## config.mk

```make
export PLATFORM = sky130hd
export DESIGN_NAME = cfi_instruction_stream_decoder
export DESIGN_NICKNAME = d
export VERILOG_FILES = /design/src/sv/cisd_pkg.sv /design/src/sv/cisd_front.sv /design/src/sv/cisd_fifo.sv /design/src/sv/cisd_back.sv /design/src/sv/cfi_instruction_stream_decoder.sv
export SDC_FILE = /design/constraint.sdc
export NUM_CORES = 2
export LEC_CHECK = 0
export BUFFER_PORTS_ARGS = -buffer_cell sky130_fd_sc_hd__buf_2
export CAP_MARGIN = 20
export CORE_MARGIN = 2
export CORE_UTILIZATION = 50
export CTS_CLUSTER_DIAMETER = 150
export DETAILED_ROUTE_END_ITERATION = 16
export PLACE_DENSITY = 0.65
export SKIP_CTS_REPAIR_TIMING = 1
export SLEW_MARGIN = 20
export SYNTH_ARGS = -nofsm -noshare
export SYNTH_HDL_FRONTEND = slang
export SYNTH_SLANG_ARGS = --single-unit
export TNS_END_PERCENT = 50
```

## constraint.sdc

```tcl
create_clock -name clk -period 12.1 [get_ports clk]
set_input_delay 0.605 -clock clk [delete_from_list [all_inputs] [get_ports clk]]
set_output_delay 0.605 -clock clk [all_outputs]
set_load 0.02 [all_outputs]
```

## src/sv/cisd_pkg.sv

```systemverilog
package cisd_pkg;

  // Stream byte beat
  typedef struct packed {
    logic [7:0] data_byte;
    logic       end_of_stream;
  } byte_item_t;

  // Decoded record beat
  typedef struct packed {
    logic [7:0]         opcode;
    logic [31:0]        code_offset;
    logic [31:0]        reg_res;
    logic signed [63:0] operand;
    logic [15:0]        record_index;
    logic               stored;
    logic               last;
  } record_t;

  typedef enum logic [1:0] {
    SCALE_NONE,
    SCALE_CODE,
    SCALE_DATA
  } scale_e;

  // Parsed instruction passed from front to back
  typedef struct packed {
    logic [7:0]  opcode;
    logic [31:0] regnum;
    logic [63:0] value;
    scale_e      scale;
    logic        last;
  } parse_t;

  // Configuration register indexes
  localparam logic [7:0] CFG_CODE_ALIGN  = 8'd0;
  localparam logic [7:0] CFG_DATA_ALIGN  = 8'd1;
  localparam logic [7:0] CFG_MAX_RECORDS = 8'd2;

  // Opcode classes in the top two bits
  localparam logic [1:0] HI_ADVANCE = 2'b01;
  localparam logic [1:0] HI_OFFSET  = 2'b10;
  localparam logic [1:0] HI_RESTORE = 2'b11;

  // Extended opcodes
  localparam logic [7:0] OP_ADVANCE1     = 8'h02;
  localparam logic [7:0] OP_ADVANCE2     = 8'h03;
  localparam logic [7:0] OP_ADVANCE4     = 8'h04;
  localparam logic [7:0] OP_OFFSET_EXT   = 8'h05;
  localparam logic [7:0] OP_RESTORE_EXT  = 8'h06;
  localparam logic [7:0] OP_UNDEFINED    = 8'h07;
  localparam logic [7:0] OP_SAME_VALUE   = 8'h08;
  localparam logic [7:0] OP_REGISTER     = 8'h09;
  localparam logic [7:0] OP_DEF_CFA      = 8'h0c;
  localparam logic [7:0] OP_DEF_CFA_REG  = 8'h0d;
  localparam logic [7:0] OP_DEF_CFA_OFF  = 8'h0e;
  localparam logic [7:0] OP_DEF_CFA_EXPR = 8'h0f;
  localparam logic [7:0] OP_EXPRESSION   = 8'h10;
  localparam logic [7:0] OP_OFFSET_SF    = 8'h11;
  localparam logic [7:0] OP_VAL_EXPR     = 8'h16;

endpackage

```

## src/sv/cisd_front.sv

```systemverilog
module cisd_front (
  input  logic                clk,
  input  logic                rst,
  input  logic                byte_valid,
  output logic                byte_ready,
  input  cisd_pkg::byte_item_t byte_data,
  output logic                push_valid,
  input  logic                push_ready,
  output cisd_pkg::parse_t    push_data
);

  typedef enum logic [2:0] {
    PH_OP, PH_REG, PH_UVAL, PH_SVAL, PH_FIX, PH_BLEN, PH_SKIP
  } phase_e;

  phase_e            phase, phase_next;
  logic [7:0]        op, op_next;
  logic [31:0]       regnum, regnum_next;
  logic [63:0]       value, value_next;
  cisd_pkg::scale_e  scale, scale_next;
  logic [63:0]       accum, accum_next;
  logic [6:0]        shift, shift_next;
  logic [63:0]       left, left_next;

  logic [7:0]  b;
  logic        accept;
  logic        done;
  logic        emit;
  logic [63:0] leb_acc;
  logic [6:0]  leb_sh;
  logic        leb_end;
  logic [63:0] fix_acc;
  logic [6:0]  fix_sh;
  logic [63:0] left_dec;
  logic [63:0] sval;

  assign b          = byte_data.data_byte;
  assign byte_ready = push_ready;
  assign accept     = byte_valid && byte_ready;

  // LEB and fixed-width byte gathering
  always_comb begin
    leb_acc = accum;
    fix_acc = accum;
    if (!shift[6]) begin
      leb_acc = accum | (64'(b[6:0]) << shift[5:0]);
      fix_acc = accum | (64'(b) << shift[5:0]);
    end
    leb_sh   = (shift > 7'd57) ? 7'd64 : shift + 7'd7;
    fix_sh   = (shift > 7'd56) ? 7'd64 : shift + 7'd8;
    leb_end  = !b[7];
    left_dec = (left != 64'd0) ? left - 64'd1 : 64'd0;
    sval     = leb_acc;
    if (!leb_sh[6] && b[6]) sval = leb_acc | (~64'd0 << leb_sh[5:0]);
  end

  // Decode one byte
  always_comb begin
    phase_next  = phase;
    op_next     = op;
    regnum_next = regnum;
    value_next  = value;
    scale_next  = scale;
    accum_next  = accum;
    shift_next  = shift;
    left_next   = left;
    done        = 1'b0;
    unique case (phase)
      PH_OP: begin
        op_next     = b;
        regnum_next = '0;
        value_next  = '0;
        scale_next  = cisd_pkg::SCALE_NONE;
        accum_next  = '0;
        shift_next  = '0;
        left_next   = '0;
        if (b[7:6] == cisd_pkg::HI_ADVANCE) begin
          value_next = 64'(b[5:0]);
          scale_next = cisd_pkg::SCALE_CODE;
          done       = 1'b1;
        end else if (b[7:6] == cisd_pkg::HI_OFFSET) begin
          regnum_next = 32'(b[5:0]);
          phase_next  = PH_UVAL;
        end else if (b[7:6] == cisd_pkg::HI_RESTORE) begin
          regnum_next = 32'(b[5:0]);
          done        = 1'b1;
        end else begin
          unique case (b) inside
            cisd_pkg::OP_ADVANCE1: begin
              left_next = 64'd1; phase_next = PH_FIX;
            end
            cisd_pkg::OP_ADVANCE2: begin
              left_next = 64'd2; phase_next = PH_FIX;
            end
            cisd_pkg::OP_ADVANCE4: begin
              left_next = 64'd4; phase_next = PH_FIX;
            end
            cisd_pkg::OP_OFFSET_EXT, cisd_pkg::OP_RESTORE_EXT, cisd_pkg::OP_UNDEFINED,
            cisd_pkg::OP_SAME_VALUE, cisd_pkg::OP_REGISTER, cisd_pkg::OP_DEF_CFA,
            cisd_pkg::OP_DEF_CFA_REG, cisd_pkg::OP_EXPRESSION, cisd_pkg::OP_OFFSET_SF,
            cisd_pkg::OP_VAL_EXPR:
              phase_next = PH_REG;
            cisd_pkg::OP_DEF_CFA_OFF:  phase_next = PH_UVAL;
            cisd_pkg::OP_DEF_CFA_EXPR: phase_next = PH_BLEN;
            default:                   done = 1'b1;
          endcase
        end
      end
      PH_REG: begin
        accum_next = leb_acc;
        shift_next = leb_sh;
        if (leb_end) begin
          regnum_next = leb_acc[31:0];
          accum_next  = '0;
          shift_next  = '0;
          unique case (op) inside
            cisd_pkg::OP_OFFSET_EXT, cisd_pkg::OP_REGISTER, cisd_pkg::OP_DEF_CFA:
              phase_next = PH_UVAL;
            cisd_pkg::OP_OFFSET_SF:
              phase_next = PH_SVAL;
            cisd_pkg::OP_EXPRESSION, cisd_pkg::OP_VAL_EXPR:
              phase_next = PH_BLEN;
            default: done = 1'b1;
          endcase
        end
      end
      PH_UVAL: begin
        accum_next = leb_acc;
        shift_next = leb_sh;
        if (leb_end) begin
          value_next = leb_acc;
          if (op[7:6] == cisd_pkg::HI_OFFSET || op == cisd_pkg::OP_OFFSET_EXT)
            scale_next = cisd_pkg::SCALE_DATA;
          else
            scale_next = cisd_pkg::SCALE_NONE;
          done = 1'b1;
        end
      end
      PH_SVAL: begin
        accum_next = leb_acc;
        shift_next = leb_sh;
        if (leb_end) begin
          value_next = sval;
          scale_next = cisd_pkg::SCALE_DATA;
          done       = 1'b1;
        end
      end
      PH_FIX: begin
        accum_next = fix_acc;
        shift_next = fix_sh;
        left_next  = left_dec;
        if (left_dec == 64'd0) begin
          value_next = {32'd0, fix_acc[31:0]};
          scale_next = cisd_pkg::SCALE_CODE;
          done       = 1'b1;
        end
      end
      PH_BLEN: begin
        accum_next = leb_acc;
        shift_next = leb_sh;
        if (leb_end) begin
          accum_next = '0;
          shift_next = '0;
          if (leb_acc == 64'd0) begin
            done = 1'b1;
          end else begin
            left_next  = leb_acc;
            phase_next = PH_SKIP;
          end
        end
      end
      PH_SKIP: begin
        left_next = left_dec;
        if (left_dec == 64'd0) done = 1'b1;
      end
      default: begin
        phase_next = PH_OP;
        done       = 1'b1;
      end
    endcase
    emit = done || byte_data.end_of_stream;
    // Return to opcode phase after a record
    if (emit) begin
      phase_next = PH_OP;
      accum_next = '0;
      shift_next = '0;
      left_next  = '0;
    end
  end

  assign push_valid       = byte_valid && emit;
  assign push_data.opcode = op_next;
  assign push_data.regnum = regnum_next;
  assign push_data.value  = value_next;
  assign push_data.scale  = scale_next;
  assign push_data.last   = byte_data.end_of_stream;

  // Commit parse state on each accepted beat
  always_ff @(posedge clk) begin
    if (rst) begin
      phase  <= PH_OP;
      op     <= '0;
      regnum <= '0;
      value  <= '0;
      scale  <= cisd_pkg::SCALE_NONE;
      accum  <= '0;
      shift  <= '0;
      left   <= '0;
    end else if (accept) begin
      phase  <= phase_next;
      op     <= op_next;
      regnum <= regnum_next;
      value  <= value_next;
      scale  <= scale_next;
      accum  <= accum_next;
      shift  <= shift_next;
      left   <= left_next;
    end
  end

endmodule

```

## src/sv/cisd_fifo.sv

```systemverilog
module cisd_fifo (
  input  logic             clk,
  input  logic             rst,
  input  logic             push_valid,
  output logic             push_ready,
  input  cisd_pkg::parse_t push_data,
  output logic             pop_valid,
  input  logic             pop_ready,
  output cisd_pkg::parse_t pop_data
);

  cisd_pkg::parse_t mem [2];
  logic       wr_ptr;
  logic       rd_ptr;
  logic [1:0] count;
  logic       do_push;
  logic       do_pop;

  assign push_ready = (count != 2'd2);
  assign pop_valid  = (count != 2'd0);
  assign pop_data   = mem[rd_ptr];
  assign do_push    = push_valid && push_ready;
  assign do_pop     = pop_valid && pop_ready;

  // Write storage
  always_ff @(posedge clk) begin
    if (do_push) mem[wr_ptr] <= push_data;
  end

  // Track pointers and fill level
  always_ff @(posedge clk) begin
    if (rst) begin
      wr_ptr <= 1'b0;
      rd_ptr <= 1'b0;
      count  <= 2'd0;
    end else begin
      if (do_push) wr_ptr <= ~wr_ptr;
      if (do_pop)  rd_ptr <= ~rd_ptr;
      if (do_push && !do_pop)      count <= count + 2'd1;
      else if (do_pop && !do_push) count <= count - 2'd1;
    end
  end

endmodule

```

## src/sv/cisd_back.sv

```systemverilog
module cisd_back #(
  parameter int OFFSET_WIDTH = 32,
  parameter int INDEX_WIDTH  = 16
) (
  input  logic              clk,
  input  logic              rst,
  input  logic              pop_valid,
  output logic              pop_ready,
  input  cisd_pkg::parse_t  pop_data,
  input  logic [15:0]       code_align,
  input  logic [15:0]       data_align,
  input  logic [15:0]       max_records,
  output logic              rec_valid,
  input  logic              rec_ready,
  output cisd_pkg::record_t rec_data
);

  // Scaled instruction stage
  logic        s1_valid;
  logic [7:0]  s1_opcode;
  logic [31:0] s1_regnum;
  logic [63:0] s1_operand;
  logic        s1_last;

  logic [OFFSET_WIDTH-1:0] running;
  logic [INDEX_WIDTH-1:0]  count;

  logic [16:0] factor;
  logic [80:0] product;
  logic [63:0] scaled;
  logic        move;
  logic        load;
  logic        s1_adv;

  assign move      = s1_valid && (!rec_valid || rec_ready);
  assign pop_ready = !s1_valid || move;
  assign load      = pop_valid && pop_ready;

  // Scale by the selected alignment factor, low 64 bits kept
  always_comb begin
    if (pop_data.scale == cisd_pkg::SCALE_CODE) factor = {1'b0, code_align};
    else                                        factor = {data_align[15], data_align};
    product = 81'(pop_data.value) * 81'(factor);
    scaled  = product[63:0] - (factor[16] ? {pop_data.value[46:0], 17'd0} : 64'd0);
  end

  assign s1_adv = (s1_opcode[7:6] == cisd_pkg::HI_ADVANCE) ||
                  (s1_opcode == cisd_pkg::OP_ADVANCE1) ||
                  (s1_opcode == cisd_pkg::OP_ADVANCE2) ||
                  (s1_opcode == cisd_pkg::OP_ADVANCE4);

  // Stage payload
  always_ff @(posedge clk) begin
    if (load) begin
      s1_opcode  <= pop_data.opcode;
      s1_regnum  <= pop_data.regnum;
      s1_operand <= (pop_data.scale == cisd_pkg::SCALE_NONE) ? pop_data.value : scaled;
      s1_last    <= pop_data.last;
    end
    if (move) begin
      rec_data.opcode       <= s1_opcode;
      rec_data.code_offset  <= 32'(running);
      rec_data.reg_res      <= s1_regnum;
      rec_data.operand      <= s1_operand;
      rec_data.record_index <= 16'(count);
      rec_data.stored       <= 64'(count) < 64'(max_records);
      rec_data.last         <= s1_last;
    end
  end

  // Valid flags, running offset and record count
  always_ff @(posedge clk) begin
    if (rst) begin
      s1_valid  <= 1'b0;
      rec_valid <= 1'b0;
      running   <= '0;
      count     <= '0;
    end else begin
      if (load)      s1_valid <= 1'b1;
      else if (move) s1_valid <= 1'b0;
      if (move)           rec_valid <= 1'b1;
      else if (rec_ready) rec_valid <= 1'b0;
      if (move) begin
        if (s1_last) begin
          running <= '0;
          count   <= '0;
        end else begin
          if (s1_adv) running <= running + OFFSET_WIDTH'(s1_operand);
          count <= count + INDEX_WIDTH'(1);
        end
      end
    end
  end

endmodule

```

## src/sv/cfi_instruction_stream_decoder.sv

```systemverilog
// Call-frame instruction decoder. Takes one stream byte per cycle on the byte
// channel while the record channel does not back-pressure, and gives one record
// on the record channel for each byte that completes an instruction or is marked
// end_of_stream. Both channels sustain one beat per cycle when not stalled. The
// front parser is combinational, so after the edge that accepts its final byte
// a record passes the queue write, then the scaling multiplier stage, then the
// output register before it shows on the record channel. The 64 by 17 bit
// multiplier in the back stage sets the clock period. After a record marked last
// the code offset and record index restart from zero. Configuration writes are
// taken at once and apply to records scaled after them.
module cfi_instruction_stream_decoder #(
  parameter int OFFSET_WIDTH = 32,
  parameter int INDEX_WIDTH  = 16
) (
  input  logic                 clk,
  input  logic                 rst,
  input  logic                 byte_valid,
  output logic                 byte_ready,
  input  cisd_pkg::byte_item_t byte_data,
  output logic                 rec_valid,
  input  logic                 rec_ready,
  output cisd_pkg::record_t    rec_data,
  input  logic                 cfg_valid,
  output logic                 cfg_ready,
  input  logic [7:0]           cfg_index,
  input  logic [15:0]          cfg_data
);

  logic [15:0] code_align;
  logic [15:0] data_align;
  logic [15:0] max_records;

  logic             push_valid;
  logic             push_ready;
  cisd_pkg::parse_t push_data;
  logic             pop_valid;
  logic             pop_ready;
  cisd_pkg::parse_t pop_data;

  assign cfg_ready = 1'b1;

  // Configuration registers
  always_ff @(posedge clk) begin
    if (rst) begin
      code_align  <= 16'd1;
      data_align  <= 16'hfff8;
      max_records <= 16'hffff;
    end else if (cfg_valid) begin
      case (cfg_index)
        cisd_pkg::CFG_CODE_ALIGN:  code_align  <= cfg_data;
        cisd_pkg::CFG_DATA_ALIGN:  data_align  <= cfg_data;
        cisd_pkg::CFG_MAX_RECORDS: max_records <= cfg_data;
        default: ;
      endcase
    end
  end

  cisd_front u_front (
    .clk        (clk),
    .rst        (rst),
    .byte_valid (byte_valid),
    .byte_ready (byte_ready),
    .byte_data  (byte_data),
    .push_valid (push_valid),
    .push_ready (push_ready),
    .push_data  (push_data)
  );

  cisd_fifo u_fifo (
    .clk        (clk),
    .rst        (rst),
    .push_valid (push_valid),
    .push_ready (push_ready),
    .push_data  (push_data),
    .pop_valid  (pop_valid),
    .pop_ready  (pop_ready),
    .pop_data   (pop_data)
  );

  cisd_back #(
    .OFFSET_WIDTH (OFFSET_WIDTH),
    .INDEX_WIDTH  (INDEX_WIDTH)
  ) u_back (
    .clk         (clk),
    .rst         (rst),
    .pop_valid   (pop_valid),
    .pop_ready   (pop_ready),
    .pop_data    (pop_data),
    .code_align  (code_align),
    .data_align  (data_align),
    .max_records (max_records),
    .rec_valid   (rec_valid),
    .rec_ready   (rec_ready),
    .rec_data    (rec_data)
  );

endmodule

```

# [Word-level counts from Yosys, hierarchy flattened]
# Memories as Yosys holds them, arrays and structs flattened. A register that Yosys moved wholly into a read port is not among the register bits.
# Cells that the tools add are included.
[totals] ff_bits=605 ramBits=214 output_inout_bits=157 inputBits=38 word_cells=224 mem_count=1
[memory_table] name="u_fifo.mem" depth=2 width=107 read_ports=1 rd_ports_with_merged_regs=1 wr=1 line_no="cisd_fifo.sv:12" source="cisd_pkg::parse_t mem [2];"
[classes] magnitude_cmp=3 shift=3 muxes=74 reduce_logical=51 add_sub_neg=8 bitwise_logic=5 mul=1 n_eq_ne=48
[ops] operator="64-bit two-way mux" count=17
[ops] operator="64-bit one-hot mux with 4 select lines" count=2
[ops] operator="64-bit OR" count=3
[ops] operator="64-bit one-hot mux with 3 select lines" count=1
[ops] operator="32-bit two-way mux" count=5
[ops] operator="64-bit logical NOT" count=2
[ops] operator="8-bit by 4-bit == test with 1-bit output (second input constant)" count=8
[ops] operator="64-bit by 17-bit multiplier with 64-bit output" count=1
[ops] operator="32-bit one-hot mux with 2 select lines" count=1
[ops] operator="64-bit nonzero test" count=1
[ops] operator="64-bit by 6-bit << shifter with 64-bit output (first input constant)" count=1
[ops] operator="7-bit by 6-bit << shifter with 64-bit output" count=1
[ops] operator="8-bit by 6-bit << shifter with 64-bit output" count=1
[ops] operator="64-bit by 1-bit subtractor with 64-bit output (second input constant)" count=1
[ops] operator="64-bit subtractor" count=1
[ops] operator="8-bit by 3-bit == test with 1-bit output (second input constant)" count=6
[ops] operator="8-bit by 5-bit == test with 1-bit output (second input constant)" count=6
[ops] operator="8-bit by 2-bit == test with 1-bit output (second input constant)" count=5
[ops] operator="32-bit adder" count=1
[ops] operator="7-bit two-way mux" count=4
[ops] operator="7-bit one-hot mux with 4 select lines" count=1
[ops] operator="3-bit one-hot mux with 4 select lines" count=2
[ops] operator="3-bit two-way mux" count=7
[ops] operator="1-bit two-way mux" count=19
[ops] operator="other kinds (48)" count=96

# [Logic depth before layout (Yosys ltp)]
[logic_depth] ltp_word=14 depth_mapped=32 depth_no_buf=27

# [Modules after synthesis]
# Synthesis repeated with hierarchy kept, for this count alone.
[hier_totals] hier_cells=7538 hier_area_um2=70022.2
[modules_own_cells] mod="cisd_back" n_inst=1 area_per_inst_um2=42229.3 seq_area_each_um2=8778.4 cells_each=4471
[modules_own_cells] mod="cisd_front" n_inst=1 area_per_inst_um2=17705.7 seq_area_each_um2=4884.7 cells_each=2510
[modules_own_cells] mod="cisd_fifo" n_inst=1 area_per_inst_um2=8057.7 seq_area_each_um2=6526.3 cells_each=357
[modules_own_cells] mod="cfi_instruction_stream_decoder" n_inst=1 area_per_inst_um2=2029.4 seq_area_each_um2=960.9 cells_each=200

# [Worst setup path before layout]
# OpenSTA, ideal clock, no wires.
[synth_path] path_type="register -> register" from="reg u_front.left[0]" to="mem u_fifo.mem[0][0] (netlist name), enable pin" n_path_buf=3 slack_ns=3.174 setup_ns=0.574 arrival_time_ns=8.351 path_stages_with_launch=15 synth_period_minus_slack_ns=8.926 t_required_ns=11.526 cell_sequence="dfxtp_1 > inv_1 > ha_1 > buf_2 > nor4b_2 > nand2_1 > or4_1 > buf_2 > or4_1 > xnor2_1 > or4_1 > o41ai_4 > o21ai_2 > clkbuf_1 > nor2_1"
[synth_between] elab_chain_cells=10 elab_cells_between_ends=11 cone_classes="add/sub (1); mux (5); reduce/logical (5)"
[synth_lines] item="from (decl)" line_no="cisd_front.sv:23" source="logic [63:0] left, left_next;"
[synth_lines] item="from (signal assigned)" line_no="cisd_front.sv:217" source="left <= left_next;"
[synth_lines] item="64-bit by 1-bit subtractor with 64-bit output or 64-bit nonzero test (tied branches)" line_no="cisd_front.sv:52" source="left_dec = (left != 64'd0) ? left - 64'd1 : 64'd0;"
[synth_lines] item="64-bit two-way mux *" line_no="cisd_front.sv:52"
[synth_lines] item="64-bit logical NOT *" line_no="cisd_front.sv:152, cisd_front.sv:174"
[synth_lines] item="1-bit two-way mux *" line_no="cisd_front.sv:152, cisd_front.sv:174"
[synth_lines] item="1-bit one-hot mux with 5 select lines *" line_no="cisd_front.sv:68" source="unique case (phase)"
[synth_lines] item="1-bit logical OR *" line_no="cisd_front.sv:181" source="emit = done || byte_data.end_of_stream;"
[synth_lines] item="1-bit logical AND *" line_no="cisd_front.sv:191" source="assign push_valid = byte_valid && emit;"
[synth_lines] item="1-bit logical AND *" line_no="cisd_fifo.sv:22" source="assign do_push = push_valid && push_ready;"
[synth_lines] item="1-bit two-way mux *" line_no="cisd_fifo.sv:27" source="if (do_push) mem[wr_ptr] <= push_data;"
[synth_lines] item="1-bit two-way mux (not written as such) *" line_no="cisd_fifo.sv:27"
[synth_lines] item="to (decl)" line_no="cisd_fifo.sv:12"
# Every way passes the cells marked *; elsewhere a longest branch is shown, timed or not.

==> reports/results.tsv <==
metric	value	unit
CTS tree	yes	
crit path max-delay cell type	o2111ai_1	
max-cap check violation count	0	
Cell Area, Synth	69160	um2
area delta synth->final	8.432	%
largest net degree at the start of global routing	132	
outcome	finished clean	
H-tree levels	3	
first-pass GRT wire length	343400	um
Max FO, Critical Path	28	
clock tree buffer depth	3	
Die Area	141300	um2
post-synthesis register bit count	820	
WL/cell	23.86	um
Post-Synthesis Cells	7514	
Die Wd	375.9	um
die height	375.9	um
GPL Wtd Cong	1.009	
Core Region	137300	um2
final setup vio count	0	
row cnt	136	
CTS root buf	clkbuf_16	
CP most frequent cell	fa_1	
initial antenna violation count	13	
Worst Skew	0.07821	ns
CTS Sinks	820	
Critical Path AT	10.51	ns
Yosys cell types	103	
RSZ-0062 raised after global routing	false	
IO Count	195	
nets	8531	
R2R depth	28	
Final Hold Fails	0	
Crit Path Category	reg -> reg	
Worst R2R End	u_back.s1_operand[63]	
hold path cells	2	
DPL Wire Length	166200	um
Worst Setup End Kind	flop	
ys async rst share	0	%
Final Max Tran Viols	0	
initial core utilization	50.36	%
hold endpoint	max_records[0]	
Max Fclk	0.09916	GHz
vias after detailed routing	56110	
ANT nets after route	0	
Vias per Instance	5.982	
Seq/Total Area, Yosys	30.58	%
DRC	0	
ys flop type	edfxtp_1	
vias in the first global route	56106	
minimum clock period	10.08	ns
GRT Residual Overflow	0	
WP data required	12.53	ns
router iterations before antenna repair	6	
Skew-Pair Late Insertion Delay	0.75	ns
Yosys Warn Count	0	
R2R Setup Slk	2.02	ns
syn nets	8549	
Port-buffer cells	193	
slowest cell delay on critical path	0.77	ns
TritonCTS Buffers	91	
Post-synth EDFFs	473	
hold wc startpoint	cfg_data[0]	
Routed WL	223800	um
Rel. slew slack	18.52	%
critical path launch point type	flop	
Hold Path Class	in -> reg	
Worst-Margin Slew	1.188	ns
GRT Util Overall	31.77	%
Final TNS setup	0	ns
period utilisation layout	83.34	%
layout cell share with drive strength beyond 1	9.229	%
Synth Area per Inst	9.204	um2
clock-pin transition on the worst setup and hold timing paths	0.06	ns
Starting DRT DRC Count	5626	
## worst max path at each step
stage | to | cells past startpoint
after global placement | u_back.s1_operand[47] | 28
after detailed placement | u_back.s1_operand[63] | 28
after CTS | u_back.s1_operand[63] | 28
final | u_back.s1_operand[63] | 28
after global routing | u_back.s1_operand[63] | 28
after floorplan | u_fifo.mem[0][0] | 14
## through the flow
step                      setup slack, ns  instance area (um2)  utilization [%]  hold slack, ns  cells
after floorplan                     3.174                69160                -          0.4003   7514
after global placement              2.238                71800            52.28          0.4010   9194
after detailed placement            2.220                71830            52.31          0.4045   9197
after CTS                           2.152                74960            54.59          0.1248   9368
after global routing                1.471                74960            54.59          0.1444   9368
final                               2.015                74990            54.61          0.1609   9380
## critical path: cells and delay by family (launching register included)
family	cells	cell delay, ns
simple gates	3	0.52
compound gates	11	3.95
mux	1	0.48
flops	1	0.60
fa+ha+maj	7	3.32
buf+inv	6	0.90
## synth_stat cells, types with 60 or more instances
master    count  share of area, %
ha_1        150               2.7
and2_1       77              0.70
a22o_1       69              0.87
dfxtp_1     347                10
nand3_1      94              0.68
clkbuf_1    341               1.9
nand2_1    1196               6.5
fa_1        847                25
edfxtp_1    473                21
nor3_1       98              0.71
inv_1      1073               5.8
mux2_2      130               2.1
xor2_1       60              0.76
a21o_1      113               1.2
o22ai_1      93              0.84
a21oi_1     402               2.9
mux2i_1      70               1.0
nand2b_1     76              0.69
nor2_1      609               3.3
xnor2_1     102               1.3
o21ai_0     271               2.0
## state kept, by name (all words and copies together) (netlist names), 8 cells and up, named ones only
name / cells
code_align: 16
data_align: 16
max_records: 16
u_back.count: 16
u_back.rec_data: 154
u_back.running: 32
u_back.s1_opcode: 8
u_back.s1_operand: 64
u_back.s1_regnum: 32
u_fifo.mem: 214
u_front.accum: 64
u_front.left: 64
u_front.op: 8
u_front.regnum: 32
u_front.value: 64
## routing by layer
layer	up-vias	routed length, um	share of wire [%]	GRT usage [%]
met4	2	8808	3.9	12.19
met2	2613	102600	46	50.41
met3	468	20430	9.1	6.599
met1	28330	92000	41	42.90
met5	-	8	0.0036	0
li1	24697	-	-	-
## kinds of logic after synthesis
family	share of synthesized area, %
AO/OA/AOI/OAI	12.97
XOR/XNOR	2.084
AND/OR/NAND/NOR	15.54
other	0.005422
multiplexers	3.260
buffers and inverters	8.329
flip-flops	30.58
adder cells (fa/ha/maj)	27.23
## layout by cell type (no fill, tap or decap), types with 28 or more instances in the layout
cell / n
nand2_1: 1195
inv_1: 1071
fa_1: 847
nor2_1: 603
edfxtp_1: 473
a21oi_1: 398
dfxtp_1: 344
o21ai_0: 271
buf_2: 193
ha_1: 150
mux2_2: 128
buf_4: 123
a21o_1: 112
xnor2_1: 102
nor3_1: 98
nand3_1: 94
o22ai_1: 92
clkbuf_16: 91
nand2b_1: 76
and2_1: 75
a22o_1: 69
mux2i_1: 64
xor2_1: 60
a22oi_1: 45
nor4_1: 38
nand4_1: 34
o21a_1: 34
a31oi_1: 33
or3_1: 32
nor2b_1: 28
## layout make-up
class | count | area [um2]
multi-input cells | 5188 | 42440
clock inverters | 50 | 628.1
clock buffers | 121 | 2500
repair buffers | 321 | 1963
diodes | 12 | 30.03
fillers | 12344 | 62330
inverters | 1074 | 4034
well taps | 1794 | 2245
flip-flops and latches | 820 | 21160
Power is not shown: default switching activity piles up to over one toggle a cycle in this logic, so the estimate is an artifact.
